==> src/rtl/mlsu_pkg.sv <==
// Shared types and constants for the load/store unit.
package mlsu_pkg;

  localparam int WORD_W = 32;
  localparam int OFFSET_W = 16;
  localparam int KIND_W = 4;
  localparam int LANES = WORD_W / 8;

  // Instruction kinds; codes above KIND_SWR are unused
  typedef enum logic [KIND_W-1:0] {
    KIND_LB  = 4'd0,
    KIND_LBU = 4'd1,
    KIND_LH  = 4'd2,
    KIND_LHU = 4'd3,
    KIND_LW  = 4'd4,
    KIND_LWL = 4'd5,
    KIND_LWR = 4'd6,
    KIND_SB  = 4'd7,
    KIND_SH  = 4'd8,
    KIND_SW  = 4'd9,
    KIND_SWL = 4'd10,
    KIND_SWR = 4'd11
  } kind_t;

  typedef struct packed {
    logic [KIND_W-1:0]          kind;
    logic [WORD_W-1:0]          base_value;
    logic signed [OFFSET_W-1:0] offset;
    logic [WORD_W-1:0]          target_value;
    logic [WORD_W-1:0]          memory_word;
  } req_t;

  typedef struct packed {
    logic [WORD_W-1:0] effective_address;
    logic              register_write;
    logic [WORD_W-1:0] register_result;
    logic              memory_write;
    logic [WORD_W-1:0] store_lanes;
    logic [LANES-1:0]  byte_enables;
  } rsp_t;

endpackage

==> src/rtl/mlsu_if.sv <==
// Valid/ready channels for instruction items and result items.
interface mlsu_req_if;
  logic                                 valid;
  logic                                 ready;
  logic [mlsu_pkg::KIND_W-1:0]          kind;
  logic [mlsu_pkg::WORD_W-1:0]          base_value;
  logic signed [mlsu_pkg::OFFSET_W-1:0] offset;
  logic [mlsu_pkg::WORD_W-1:0]          target_value;
  logic [mlsu_pkg::WORD_W-1:0]          memory_word;

  modport source (output valid, kind, base_value, offset, target_value, memory_word,
                  input ready);
  modport sink (input valid, kind, base_value, offset, target_value, memory_word,
                output ready);
endinterface

interface mlsu_rsp_if;
  logic                        valid;
  logic                        ready;
  logic [mlsu_pkg::WORD_W-1:0] effective_address;
  logic                        register_write;
  logic [mlsu_pkg::WORD_W-1:0] register_result;
  logic                        memory_write;
  logic [mlsu_pkg::WORD_W-1:0] store_lanes;
  logic [mlsu_pkg::LANES-1:0]  byte_enables;

  modport source (output valid, effective_address, register_write, register_result,
                  memory_write, store_lanes, byte_enables, input ready);
  modport sink (input valid, effective_address, register_write, register_result,
                memory_write, store_lanes, byte_enables, output ready);
endinterface

==> src/rtl/mlsu_datapath.sv <==
// Address add, load extract/merge and store lane placement for one item.
module mlsu_datapath (
  input  mlsu_pkg::req_t req,
  output mlsu_pkg::rsp_t rsp
);
  import mlsu_pkg::*;

  logic [WORD_W-1:0] ea;
  logic [1:0]        byte_sel;
  logic [4:0]        byte_shift;
  logic [4:0]        left_shift;
  logic [4:0]        half_shift;
  logic [WORD_W-1:0] mem_byte_dn;
  logic [WORD_W-1:0] mem_half_dn;
  logic [WORD_W-1:0] lwl_mask;
  logic [WORD_W-1:0] lwr_mask;

  // Form address and shift amounts
  assign ea          = req.base_value + {{(WORD_W-OFFSET_W){req.offset[OFFSET_W-1]}},
                                         req.offset};
  assign byte_sel    = ea[1:0];
  assign byte_shift  = {byte_sel, 3'b000};
  assign left_shift  = {~byte_sel, 3'b000};
  assign half_shift  = {ea[1], 4'b0000};
  assign mem_byte_dn = req.memory_word >> byte_shift;
  assign mem_half_dn = req.memory_word >> half_shift;
  assign lwl_mask    = {WORD_W{1'b1}} << left_shift;
  assign lwr_mask    = {WORD_W{1'b1}} >> byte_shift;

  // Decode kind and build the result
  always_comb begin
    rsp = '0;
    rsp.effective_address = ea;
    unique case (kind_t'(req.kind))
      KIND_LB: begin
        rsp.register_write  = 1'b1;
        rsp.register_result = {{24{mem_byte_dn[7]}}, mem_byte_dn[7:0]};
      end
      KIND_LBU: begin
        rsp.register_write  = 1'b1;
        rsp.register_result = {24'b0, mem_byte_dn[7:0]};
      end
      KIND_LH: begin
        rsp.register_write  = 1'b1;
        rsp.register_result = {{16{mem_half_dn[15]}}, mem_half_dn[15:0]};
      end
      KIND_LHU: begin
        rsp.register_write  = 1'b1;
        rsp.register_result = {16'b0, mem_half_dn[15:0]};
      end
      KIND_LW: begin
        rsp.register_write  = 1'b1;
        rsp.register_result = req.memory_word;
      end
      KIND_LWL: begin
        rsp.register_write  = 1'b1;
        rsp.register_result = (req.target_value & ~lwl_mask) |
                              (req.memory_word << left_shift);
      end
      KIND_LWR: begin
        rsp.register_write  = 1'b1;
        rsp.register_result = (req.target_value & ~lwr_mask) | mem_byte_dn;
      end
      KIND_SB: begin
        rsp.memory_write = 1'b1;
        rsp.store_lanes  = {24'b0, req.target_value[7:0]} << byte_shift;
        rsp.byte_enables = 4'b0001 << byte_sel;
      end
      KIND_SH: begin
        rsp.memory_write = 1'b1;
        rsp.store_lanes  = {16'b0, req.target_value[15:0]} << half_shift;
        rsp.byte_enables = ea[1] ? 4'b1100 : 4'b0011;
      end
      KIND_SW: begin
        rsp.memory_write = 1'b1;
        rsp.store_lanes  = req.target_value;
        rsp.byte_enables = 4'b1111;
      end
      KIND_SWL: begin
        rsp.memory_write = 1'b1;
        rsp.store_lanes  = req.target_value >> left_shift;
        rsp.byte_enables = 4'((5'd2 << byte_sel) - 5'd1);
      end
      KIND_SWR: begin
        rsp.memory_write = 1'b1;
        rsp.store_lanes  = req.target_value << byte_shift;
        rsp.byte_enables = 4'(5'h0F << byte_sel);
      end
      default: begin
        rsp.register_write = 1'b0;
      end
    endcase
  end

endmodule

==> src/rtl/mips_load_store_unit.sv <==
// Top level of the load/store unit: input register, datapath, result register.
// Each item passes through the input register and then the result register before its result is offered.
// Throughput: one item per cycle while results are taken; the input register and the result register
// each hold one item, and the datapath between them is a single add and shift.
// A stalled result holds the result register; the input register refills behind it.
// Reset (rst, synchronous) empties both registers; the data they hold is not reset.
module mips_load_store_unit (
  input logic       clk,
  input logic       rst,
  mlsu_req_if.sink   item,
  mlsu_rsp_if.source result
);
  import mlsu_pkg::*;

  logic stage_valid;
  req_t stage;
  logic out_valid;
  rsp_t out_data;
  rsp_t comp;
  logic out_free;
  logic item_xfer;

  assign out_free   = !out_valid || result.ready;
  assign item.ready = !stage_valid || out_free;
  assign item_xfer  = item.valid && item.ready;

  // Capture the input item
  always_ff @(posedge clk) begin
    if (rst) begin
      stage_valid <= 1'b0;
    end else if (item.ready) begin
      stage_valid <= item.valid;
    end
    if (item_xfer) begin
      stage.kind         <= item.kind;
      stage.base_value   <= item.base_value;
      stage.offset       <= item.offset;
      stage.target_value <= item.target_value;
      stage.memory_word  <= item.memory_word;
    end
  end

  mlsu_datapath u_datapath (
    .req (stage),
    .rsp (comp)
  );

  // Advance into the result register when it is free
  always_ff @(posedge clk) begin
    if (rst) begin
      out_valid <= 1'b0;
    end else if (out_free) begin
      out_valid <= stage_valid;
    end
    if (out_free && stage_valid) begin
      out_data <= comp;
    end
  end

  assign result.valid             = out_valid;
  assign result.effective_address = out_data.effective_address;
  assign result.register_write    = out_data.register_write;
  assign result.register_result   = out_data.register_result;
  assign result.memory_write      = out_data.memory_write;
  assign result.store_lanes       = out_data.store_lanes;
  assign result.byte_enables      = out_data.byte_enables;

  // Load and store never both
  a_one_action: assert property (@(posedge clk) disable iff (rst)
    out_valid |-> !(out_data.register_write && out_data.memory_write))
    else $error("result both loads and stores");

  // A load drives no lanes; a store gives no register value
  a_load_no_lanes: assert property (@(posedge clk) disable iff (rst)
    (out_valid && out_data.register_write) |-> (out_data.byte_enables == '0 &&
                                                out_data.store_lanes == '0))
    else $error("load with store lanes");

  // A store enables at least one lane and gives no register value
  a_store_lanes: assert property (@(posedge clk) disable iff (rst)
    (out_valid && out_data.memory_write) |-> (out_data.byte_enables != '0 &&
                                              out_data.register_result == '0))
    else $error("store without enabled lanes");

  // An item held in the input register reaches the result register once it is free
  a_advance: assert property (@(posedge clk) disable iff (rst)
    (stage_valid && out_free) |=> out_valid)
    else $error("held item did not advance");

  // Reset leaves both registers empty
  a_reset_empty: assert property (@(posedge clk)
    rst |=> (!out_valid && !stage_valid))
    else $error("registers not empty after reset");

endmodule
==> src/flat_wrapper.sv <==
// flat-port wrapper written by rule: the top's interface ports become plain ports
module mips_load_store_unit_flat import mlsu_pkg::*;
  (clk, rst, item_valid, item_kind, item_base_value, item_offset, item_target_value, item_memory_word, item_ready, result_valid, result_effective_address, result_register_write, result_register_result, result_memory_write, result_store_lanes, result_byte_enables, result_ready);
  mlsu_req_if item_i ();
  mlsu_rsp_if result_i ();
  input logic clk;
  input logic rst;
  input wire logic [$bits(item_i.valid)-1:0] item_valid;
  input wire logic [$bits(item_i.kind)-1:0] item_kind;
  input wire logic [$bits(item_i.base_value)-1:0] item_base_value;
  input wire logic [$bits(item_i.offset)-1:0] item_offset;
  input wire logic [$bits(item_i.target_value)-1:0] item_target_value;
  input wire logic [$bits(item_i.memory_word)-1:0] item_memory_word;
  output wire logic [$bits(item_i.ready)-1:0] item_ready;
  output wire logic [$bits(result_i.valid)-1:0] result_valid;
  output wire logic [$bits(result_i.effective_address)-1:0] result_effective_address;
  output wire logic [$bits(result_i.register_write)-1:0] result_register_write;
  output wire logic [$bits(result_i.register_result)-1:0] result_register_result;
  output wire logic [$bits(result_i.memory_write)-1:0] result_memory_write;
  output wire logic [$bits(result_i.store_lanes)-1:0] result_store_lanes;
  output wire logic [$bits(result_i.byte_enables)-1:0] result_byte_enables;
  input wire logic [$bits(result_i.ready)-1:0] result_ready;
  assign item_i.valid = item_valid;
  assign item_i.kind = item_kind;
  assign item_i.base_value = item_base_value;
  assign item_i.offset = item_offset;
  assign item_i.target_value = item_target_value;
  assign item_i.memory_word = item_memory_word;
  assign item_ready = item_i.ready;
  assign result_valid = result_i.valid;
  assign result_effective_address = result_i.effective_address;
  assign result_register_write = result_i.register_write;
  assign result_register_result = result_i.register_result;
  assign result_memory_write = result_i.memory_write;
  assign result_store_lanes = result_i.store_lanes;
  assign result_byte_enables = result_i.byte_enables;
  assign result_i.ready = result_ready;
  mips_load_store_unit u_core (.clk(clk), .rst(rst), .item(item_i), .result(result_i));
endmodule
==> config.mk <==
export PLATFORM = sky130hd
export DESIGN_NAME = mips_load_store_unit_flat
export DESIGN_NICKNAME = d
export VERILOG_FILES = /design/src/rtl/mlsu_pkg.sv /design/src/rtl/mlsu_if.sv /design/src/rtl/mlsu_datapath.sv /design/src/rtl/mips_load_store_unit.sv /design/src/flat_wrapper.sv
export SDC_FILE = /design/constraint.sdc
export NUM_CORES = 1
export LEC_CHECK = 0
export ABC_CLOCK_PERIOD_IN_PS = 6650
export BUFFER_PORTS_ARGS = -buffer_cell sky130_fd_sc_hd__clkbuf_2
export CORE_UTILIZATION = 56
export CTS_CLUSTER_SIZE = 24
export DETAILED_ROUTE_END_ITERATION = 8
export PLACE_DENSITY = 0.82
export REMOVE_ABC_BUFFERS = 1
export SYNTH_ARGS = -nofsm -noshare
export SYNTH_HDL_FRONTEND = slang
export SYNTH_SLANG_ARGS = --single-unit
==> constraint.sdc <==
create_clock -name clk -period 6.65 [get_ports clk]
set_input_delay 0.665 -clock clk [delete_from_list [all_inputs] [get_ports clk]]
set_output_delay 0.665 -clock clk [all_outputs]
set_load 0.005 [all_outputs]
Yosys cells after proc, flatten, opt, wreduce, memory -nomap -nowiden --
Index checks and enable logic that the tools add are counted.
Storage, ports and cells: input port bits 120, flip-flop bits (word level) 220
Operators by class: mux-type cells 4, add/subtract/negate cells 2, reduce and logical (&&, ||, !) cells 8, bitwise gates (word level) 7, eq/ne operators 11, shift-type cells 12
Operators by type and width (number):
- case mux 32 bit (7 select lines) | 1
- case mux 37 bit (5 select lines) | 1
- bitwise AND 32 bit | 2
- NOT 32 bit | 2
- bitwise OR 32 bit | 2
- << shifter 32 x 5 -> 32 bit | 2
- >> shifter 32 x 5 -> 32 bit | 2
- adder 32 bit | 1
- << shifter 16 x 5 -> 32 bit | 1
- << shifter 32 x 5 -> 32 bit (first input constant) | 1
- << shifter 8 x 5 -> 32 bit | 1
- >> shifter 32 x 5 -> 16 bit | 1
- >> shifter 32 x 5 -> 32 bit (first input constant) | 1
- == test 4 x 3 -> 1 bit (second input constant) | 4
- == test 4 bit (second input constant) | 4
- == test 4 x 2 -> 1 bit (second input constant) | 2
- OR reduction 7 bit | 1
- == test 4 x 1 -> 1 bit (second input constant) | 1
- logical NOT 4 bit | 1
- two-way mux 4 bit | 1
- << shifter 1 x 2 -> 4 bit (first input constant) | 1
- << shifter 2 x 2 -> 4 bit (first input constant) | 1
- << shifter 4 x 2 -> 4 bit (first input constant) | 1
- subtractor 4 x 1 -> 4 bit (second input constant) | 1
- other kinds (5) | 8

Longest topological paths before layout --
Gate-level depths: netlist of run 1.
word-level depth 7, gate-level depth with buffers 10

Cells and area by module --
Synthesis of run 1 repeated with hierarchy kept, for this count alone.
Second synthesis, totals: cell total of the unflattened synthesis 943, area, all modules 11385.9 µm²
By module, submodules not included:
- mips_load_store_unit | cells each 228, instances 1, area an instance 6650.1 µm²
- mlsu_datapath | cells each 715, instances 1, area an instance 4735.8 µm²

Least setup slack after synthesis of run 1 --
Ideal clock, no wire load.
kind input port to flip-flop, start point input port result_ready, end point register u_core.out_data (netlist bit u_core.result.byte_enables[0]), enable pin, library setup time 576 ps, required time 6074 ps, buffers on the path 0, setup slack 813 ps, cell stages on the path 2, arrival 5261 ps, cell sequence nor2b_1 nor2b_1
Between the ends: longest elaborated chain between the ends 2
RTL lines:
- from (decl) | line flat_wrapper.sv:22 | input wire logic [$bits(result_i.ready)-1:0] result_ready;
- logical OR 1 bit | line mips_load_store_unit.sv:23 | assign out_free = !out_valid || result.ready;
- logical AND 1 bit | line mips_load_store_unit.sv:55 | if (out_free && stage_valid) begin
- to (signal assigned) | line mips_load_store_unit.sv:56 | out_data <= comp;
- to (decl) | line mips_load_store_unit.sv:18 | rsp_t out_data;
Every way passes these cells. A chain may end at the register's enable or synchronous reset.

==> PnR_summary.wiki, run 1 <==
{| class="wikitable"
! Metric !! Value
|-
| Run status || finished, final reports clean
|-
| Total Neg Setup Slack || 0 ns
|-
| Effective utilization at floorplan || 0.580
|-
| Average wire per cell in the routed design || 20.1 um
|-
| Warnings from Yosys || 0
|-
| I/O pin count || 224
|-
| TritonCTS clock tree || built
|-
| Pin count of the biggest net entering global routing || 80
|-
| Total number of nets in the final design || 1244
|-
| Residual antenna-violating net count after detailed routing || 0
|-
| Post-CTS setup buffer count || 0
|-
| Setup repair after global routing missed its margin || no
|-
| Register bit total from synthesis || 220
|-
| Synthesized instance count || 885
|-
| Via count of the first global-routing pass || 7642
|-
| Leading area contributor after synthesis || sky130_fd_sc_hd__edfxtp_1
|-
| Total global routing overflow || 0
|-
| Number of hold-repair buffers added at the cts stage || 0
|-
| Die H || 142 um
|-
| Full die area || 0.0203 sq mm
|-
| Most Frequent Cell on Critical Path || sky130_fd_sc_hd__nand3_1
|-
| Area added between synthesis and finish || 18.3%
|-
| Cell types occupying the most area after synthesis || sky130_fd_sc_hd__edfxtp_1 (59%), sky130_fd_sc_hd__ha_1 (3.5%), sky130_fd_sc_hd__nand2_1 (3.4%), sky130_fd_sc_hd__a21oi_1 (3.3%), sky130_fd_sc_hd__a22oi_1 (2.6%)
|-
| Maximum clock insertion buffer count || 3
|-
| Finish-stage setup viols || 0
|-
| Worst min-delay path class || in -> reg
|-
| Pre-antenna DRT Iters || 6
|-
| Type of origin of the critical path || flip-flop
|-
| Total number of vias || 8317
|-
| IO buf count || 223
|-
| Clk sink count || 220
|-
| Reg2reg setup slack || 2.66 ns
|-
| First-iteration detailed-routing DRC count || 1006
|-
| Area of the placeable core || 0.0190 sq mm
|-
| Mapped Area || 0.0110 sq mm
|-
| Measured slew at the worst slew-check pin || 0.954 ns
|-
| Width of the die || 142 um
|-
| Total count of hold-check failures in the final report || 0
|-
| DRC violations left || 0
|-
| Primary flip-flop cell chosen by synthesis mapping || sky130_fd_sc_hd__edfxtp_1
|-
| Sequential cell area fraction in the yosys report || 0.597
|-
| Count of flip-flops with a built-in enable after synthesis || 218
|-
| Kind of end point of the critical path || flip-flop
|-
| Area post-placement || 0.0124 sq mm
|-
| Unique masters post-synth || 58
|-
| Skew final || 0.0123 ns
|-
| Average footprint of a synthesized cell || 12.5 sq um
|-
| Antenna violations before repair || 0
|-
| Critical Path, Cell by Cell || ha_4, fa_4, mux2i_1, a21oi_1, nand3_1, o31a_1, nand3_1
|-
| Wire length of the first global-routing pass || 41.4 mm
|-
| Leakage power summed over all cells || 0.00512 uW
|-
| Share of layout cells above drive strength 1 || 0.278
|-
| Multi-input gate area in the final layout || 0.00424 sq mm
|-
| Crit path kind || reg -> reg
|-
| Share of synthesized registers carrying an async set or reset || 0
|-
| Number of resized instances in the post-cts repair step || 0
|-
| Synth top area share || 0.594
|-
| F_max || 251 MHz
|-
| CP arrival || 4.20 ns
|-
| Clock latency reported for the late side of the worst-skew pair || 0.51 ns
|-
| Clock-pin transition on the worst setup and hold timing paths || 0.06 ns
|-
| Via density || 6.09
|-
| Weighted congestion at the end of routability-driven global placement || 0.972
|-
| Final Cycle Share || 0.600
|-
| Total power divided by cell area || 267 mW/mm^2
|-
| Count of filler cells inserted in the layout || 1384
|-
| Row Count || 50
|-
| Crit-path slowest cell || sky130_fd_sc_hd__fa_4
|-
| Post-layout instance area || 0.0130 sq mm
|-
| Max VDD drop || 235 uV
|-
| H-tree levels || 1
|-
| WL final || 27.4 mm
|-
| Slew headroom || 0.364
|-
| Post-detail-place hpwl || 19.2 mm
|-
| Max_cap viols || 0
|-
| Crit Path Max Fanout || 53
|-
| Clk root buf || sky130_fd_sc_hd__clkbuf_16
|-
| Final cell count without fillers || 1366
|-
| Crit path buffers/inverters || 0
|-
| Number of CTS-inserted buffers || 23
|-
| Min Tclk post-route || 3.99 ns
|-
| Max-slew violation count || 0
|-
| Required time of the worst setup path || 6.86 ns
|-
| Area occupied by registers || 0.00659 sq mm
|-
| Largest stage delay on the critical path || 1.16 ns
|-
| Cell family with the largest share of critical-path delay || adder cells
|-
| Diode insertion count for antenna repair || 0
|-
| Number of placed cells counting well taps || 1327
|-
| All-layer global routing usage || 0.270
|}
state kept, by name, indices dropped and copies added (netlist names):
name,cells
u_core.result.effective_address,32
u_core.result.register_result,32
u_core.result.register_write,1
u_core.result.valid,1
u_core.stage_valid,1
u_core.result.memory_write,1
u_core.stage,116
u_core.result.store_lanes,32
u_core.result.byte_enables,4
worst register-to-register path, cell delays in order (launching register included):
cell and delay (ns):
sky130_fd_sc_hd__edfxtp_1 0.42, sky130_fd_sc_hd__ha_4 0.19, sky130_fd_sc_hd__fa_4 1.16, sky130_fd_sc_hd__mux2i_1 0.47, sky130_fd_sc_hd__a21oi_1 0.18, sky130_fd_sc_hd__nand3_1 0.40, sky130_fd_sc_hd__o31a_1 0.70, sky130_fd_sc_hd__nand3_1 0.19
cell type report:
cell class	instances	share of cell area
clock buffer	27	0.0453
clock inverter	12	0.00825
inverter	4	0.00115
multi-input combinational	611	0.325
sequential	220	0.505
tap	260	0.0249
timing repair buffer	232	0.0907
per-layer routing:
layer	GRT usage	wire, um
met4	0.124	1200
met3	0.0545	2910
met5	0	0
met1	0.367	10800
met2	0.419	12500
cell families after synthesis:
| family | synth area share |
|---|---|
| xor gates and xnor gates | 0.0238 |
| buffers and inverters | 0.0211 |
| adders and majority gates | 0.0370 |
| AOI/OAI and AO/OA | 0.180 |
| and+or+nand+nor | 0.0966 |
| DFF | 0.597 |
| muxes | 0.0446 |
path summary, 6_finish.rpt:
check / from / endpoint / cells past startpoint
max reg2reg: u_core.stage[64] / u_core.result.register_result[17] / 7
min reg2reg: u_core.stage_valid / u_core.result.valid / 2
min: rst / u_core.result.valid / 2
max: u_core.stage[64] / u_core.result.register_result[17] / 7
metrics by stage:
step | power (uW) | setup WS (ns) | utilization | hold WS (ns)
after floorplan | 2110 | 0.813 | - | 0.478
after global placement | 2280 | 2.92 | 0.649 | 0.508
after detailed placement | 2290 | 2.85 | 0.649 | 0.527
after CTS | 3490 | 2.81 | 0.686 | 0.314
after global routing | 3610 | 2.52 | 0.686 | 0.312
final | 3480 | 2.66 | 0.686 | 0.320
cell usage in the layout (no fill, tap or decap), types with 11 or more instances in the layout:
master / count
sky130_fd_sc_hd__clkbuf_2: 223
sky130_fd_sc_hd__edfxtp_1: 218
sky130_fd_sc_hd__nand2_1: 100
sky130_fd_sc_hd__a21oi_1: 73
sky130_fd_sc_hd__o21ai_0: 43
sky130_fd_sc_hd__nor2_1: 39
sky130_fd_sc_hd__a22oi_1: 38
sky130_fd_sc_hd__nand3_1: 32
sky130_fd_sc_hd__ha_1: 30
sky130_fd_sc_hd__clkbuf_16: 23
sky130_fd_sc_hd__mux2i_1: 21
sky130_fd_sc_hd__a21o_1: 20
sky130_fd_sc_hd__nor2b_1: 19
sky130_fd_sc_hd__xor2_1: 15
sky130_fd_sc_hd__xnor2_1: 15
sky130_fd_sc_hd__a222oi_1: 14
sky130_fd_sc_hd__a22o_1: 13
sky130_fd_sc_hd__a221o_1: 12
sky130_fd_sc_hd__mux2_2: 11
synthesized netlist by cell type, types with 12 or more instances:
| cell type | number |
|---|---|
| sky130_fd_sc_hd__a21o_1 | 20 |
| sky130_fd_sc_hd__a21oi_1 | 73 |
| sky130_fd_sc_hd__a221o_1 | 12 |
| sky130_fd_sc_hd__a222oi_1 | 14 |
| sky130_fd_sc_hd__a22o_1 | 13 |
| sky130_fd_sc_hd__a22oi_1 | 38 |
| sky130_fd_sc_hd__buf_2 | 15 |
| sky130_fd_sc_hd__clkbuf_1 | 22 |
| sky130_fd_sc_hd__edfxtp_1 | 218 |
| sky130_fd_sc_hd__ha_1 | 31 |
| sky130_fd_sc_hd__mux2i_1 | 21 |
| sky130_fd_sc_hd__nand2_1 | 100 |
| sky130_fd_sc_hd__nand3_1 | 32 |
| sky130_fd_sc_hd__nor2_1 | 40 |
| sky130_fd_sc_hd__nor2b_1 | 20 |
| sky130_fd_sc_hd__o21ai_0 | 43 |
| sky130_fd_sc_hd__xnor2_1 | 15 |
| sky130_fd_sc_hd__xor2_1 | 15 |
report_power, final:
part | switching [uW] | internal (uW)
logic | 318 | 237
clock network | 501 | 706
registers | 69.3 | 1650
Note: power is estimated with default switching activity, not from simulation.
==> inputs of run 2 (changes only) <==
ABC_CLOCK_PERIOD_IN_PS = 3800   (was 6650)
clock period = 3.8 ns   (was 6.65 ns; I/O delays follow)
==> PnR_summary.wiki, run 2 (synthesis results as in run 1) <==
{| class="wikitable"
! Metric !! Value
|-
| Final cell count without fillers || 1375 (was 1366)
|-
| Slew headroom || 0.368 (was 0.364)
|-
| Antenna violations before repair || 1 (was 0)
|-
| Total count of hold-check failures in the final report || 0 (unchanged)
|-
| Row Count || 50 (unchanged)
|-
| Number of CTS-inserted buffers || 23 (unchanged)
|-
| Most common cell after layout, fill and taps aside || sky130_fd_sc_hd__clkbuf_2 (unchanged)
|-
| Pin count of the biggest net entering global routing || 86 (was 80)
|-
| Area added between synthesis and finish || 19.2% (was 18.3%)
|-
| Total global routing overflow || 0 (unchanged)
|-
| Final Cycle Share || 0.886 (was 0.600)
|-
| Via density || 6.11 (was 6.09)
|-
| IO buf count || 223 (unchanged)
|-
| Kind of end point of the critical path || flip-flop (unchanged)
|-
| Weighted congestion at the end of routability-driven global placement || 0.952 (was 0.972)
|-
| Max_cap viols || 0 (unchanged)
|-
| Crit path buffers/inverters || 1 (was 0)
|-
| Total number of vias || 8403 (was 8317)
|-
| Wire length of the first global-routing pass || 41.4 mm (about the same)
|-
| First-iteration detailed-routing DRC count || 944 (was 1006)
|-
| All-layer global routing usage || 0.268 (was 0.270)
|-
| Effective utilization at floorplan || 0.580 (unchanged)
|-
| Clock latency reported for the late side of the worst-skew pair || 0.51 ns (about the same)
|-
| DRC violations left || 0 (unchanged)
|-
| Leakage power summed over all cells || 0.00518 uW (was 0.00512 uW)
|-
| Count of filler cells inserted in the layout || 1382 (was 1384)
|-
| Worst min-delay path class || in -> reg (unchanged)
|-
| Clk root buf || sky130_fd_sc_hd__clkbuf_16 (unchanged)
|-
| Pre-antenna DRT Iters || 7 (was 6)
|-
| Share of layout cells above drive strength 1 || 0.286 (was 0.278)
|-
| Finish-stage setup viols || 0 (unchanged)
|-
| Hold Worst Slack || 0.0420 ns (was 0.320 ns)
|-
| Largest stage delay on the critical path || 0.91 ns (was 1.16 ns)
|-
| Total power divided by cell area || 464 mW/mm^2 (was 267 mW/mm^2)
|-
| Total Neg Setup Slack || 0 ns (unchanged)
|-
| Type of origin of the critical path || flip-flop (unchanged)
|-
| WL final || 27.2 mm (was 27.4 mm)
|-
| Cell family with the largest share of critical-path delay || adder cells (unchanged)
|-
| Measured slew at the worst slew-check pin || 0.948 ns (was 0.954 ns)
|-
| Skew final || 0.0187 ns (was 0.0123 ns)
|-
| Total number of nets in the final design || 1252 (was 1244)
|-
| Crit Path Max Fanout || 17 (was 53)
|-
| Via count of the first global-routing pass || 7792 (was 7642)
|-
| Post-CTS setup buffer count || 0 (unchanged)
|-
| Maximum clock insertion buffer count || 3 (unchanged)
|-
| Crit-path slowest cell || sky130_fd_sc_hd__fa_4 (unchanged)
|-
| Max-slew violation count || 0 (unchanged)
|-
| Die H || 142 um (unchanged)
|-
| F_max || 297 MHz (was 251 MHz)
|-
| Average wire per cell in the routed design || 19.8 um (was 20.1 um)
|-
| Number of placed cells counting well taps || 1335 (was 1327)
|-
| H-tree levels || 1 (unchanged)
|-
| Required time of the worst setup path || 4.04 ns (was 6.86 ns)
|-
| Run status || finished, final reports clean (unchanged)
|-
| Crit path kind || reg -> reg (unchanged)
|-
| Post-detail-place hpwl || 19.1 mm (was 19.2 mm)
|-
| Area of the placeable core || 0.0190 sq mm (unchanged)
|-
| Final Power || 6100 uW (was 3480 uW)
|-
| Width of the die || 142 um (unchanged)
|-
| Most flop-heavy register || u_core.stage (unchanged)
|-
| Flip-flop count of the largest register, all copies and words added || 116 (unchanged)
|-
| Number of resized instances in the post-cts repair step || 0 (unchanged)
|-
| TritonCTS clock tree || built (unchanged)
|-
| Clk sink count || 220 (unchanged)
|-
| Min Tclk post-route || 3.37 ns (was 3.99 ns)
|-
| Clock-pin transition on the worst setup and hold timing paths || 0.06 ns (about the same)
|-
| I/O pin count || 224 (unchanged)
|-
| Leading cell types in the layout, fill and taps excluded || sky130_fd_sc_hd__clkbuf_2 (223), sky130_fd_sc_hd__edfxtp_1 (218), sky130_fd_sc_hd__nand2_1 (100) (unchanged)
|-
| Max VDD drop || 380 uV (was 235 uV)
|-
| CP arrival || 3.60 ns (was 4.20 ns)
|-
| Critical Path, Cell by Cell || ha_4, fa_4, mux2i_1, a21oi_1, nand3_1, o31a_1, buf_4, nand3_1 (was ha_4, fa_4, mux2i_1, a21oi_1, nand3_1, o31a_1, nand3_1)
|-
| Number of hold-repair buffers added at the cts stage || 0 (unchanged)
|-
| Reg2reg setup slack || 0.43 ns (was 2.66 ns)
|-
| Setup repair after global routing missed its margin || no (unchanged)
|-
| Residual antenna-violating net count after detailed routing || 0 (unchanged)
|-
| Full die area || 0.0203 sq mm (unchanged)
|-
| Most Frequent Cell on Critical Path || sky130_fd_sc_hd__nand3_1 (unchanged)
|}
run 2: cell types whose count changed in the layout (fill, tap and decap cells not counted), sizes merged:
cell	change
diode	+1
bufinv	-1
clkinvlp	-1
clkbuf	+4
buf	+8
clkinv	-2
run 2: worst register-to-register path, stage by stage (launching register included):
cell                       delay, ns
sky130_fd_sc_hd__edfxtp_1       0.42
sky130_fd_sc_hd__ha_4           0.19
sky130_fd_sc_hd__fa_4           0.91
sky130_fd_sc_hd__mux2i_1        0.36
sky130_fd_sc_hd__a21oi_1        0.16
sky130_fd_sc_hd__nand3_1        0.16
sky130_fd_sc_hd__o31a_1         0.55
sky130_fd_sc_hd__buf_4          0.26
sky130_fd_sc_hd__nand3_1        0.08
run 2: worst paths after layout:
path / start / end / cells after the start
min reg2reg: u_core.stage_valid / u_core.result.valid / 2
max reg2reg: u_core.stage[64] / u_core.result.register_result[22] / 8
min: item_base_value[27] / u_core.stage[107] / 1
max: u_core.stage[64] / u_core.result.register_result[22] / 8
run 2: per-stage QoR:
step	utilization	instance area (sq um)	setup WS [ns]
2_1_floorplan	-	10800	-1.77
6_report	0.691	13100	0.434
5_1_grt	0.691	13100	0.311
4_1_cts	0.691	13100	0.479
3_3_place_gp	0.654	12400	0.623
3_5_place_dp	0.654	12400	0.494
run 2: cell type report:
type	count	area, sq um	share of cell area
sequential	220	6590	0.501
multi-input combinational	611	4240	0.323
timing repair buffer	240	1270	0.0965
clock buffer	31	636	0.0484
tap	260	325	0.0248
clock inverter	8	70.1	0.00533
inverter	4	15.0	0.00114
antenna	1	2.50	0.000190
run 2: layer usage:
layer  part of all wire  global-route usage  vias to the layer above  wire [um]
li1                   -                   -                     3902          -
met1               0.39               0.363                     3911      10600
met2               0.47               0.428                      516      12800
met3               0.10              0.0464                       74       2710
met4              0.038               0.113                        0       1040
met5                  0                   0                        -          0
run 2: where the power goes:
group,internal [uW],switching [uW],leakage [uW],total [uW]
combinational,427,560,0.00273,987
clock,1230,874,0.000347,2110
sequential,2890,116,0.00211,3000
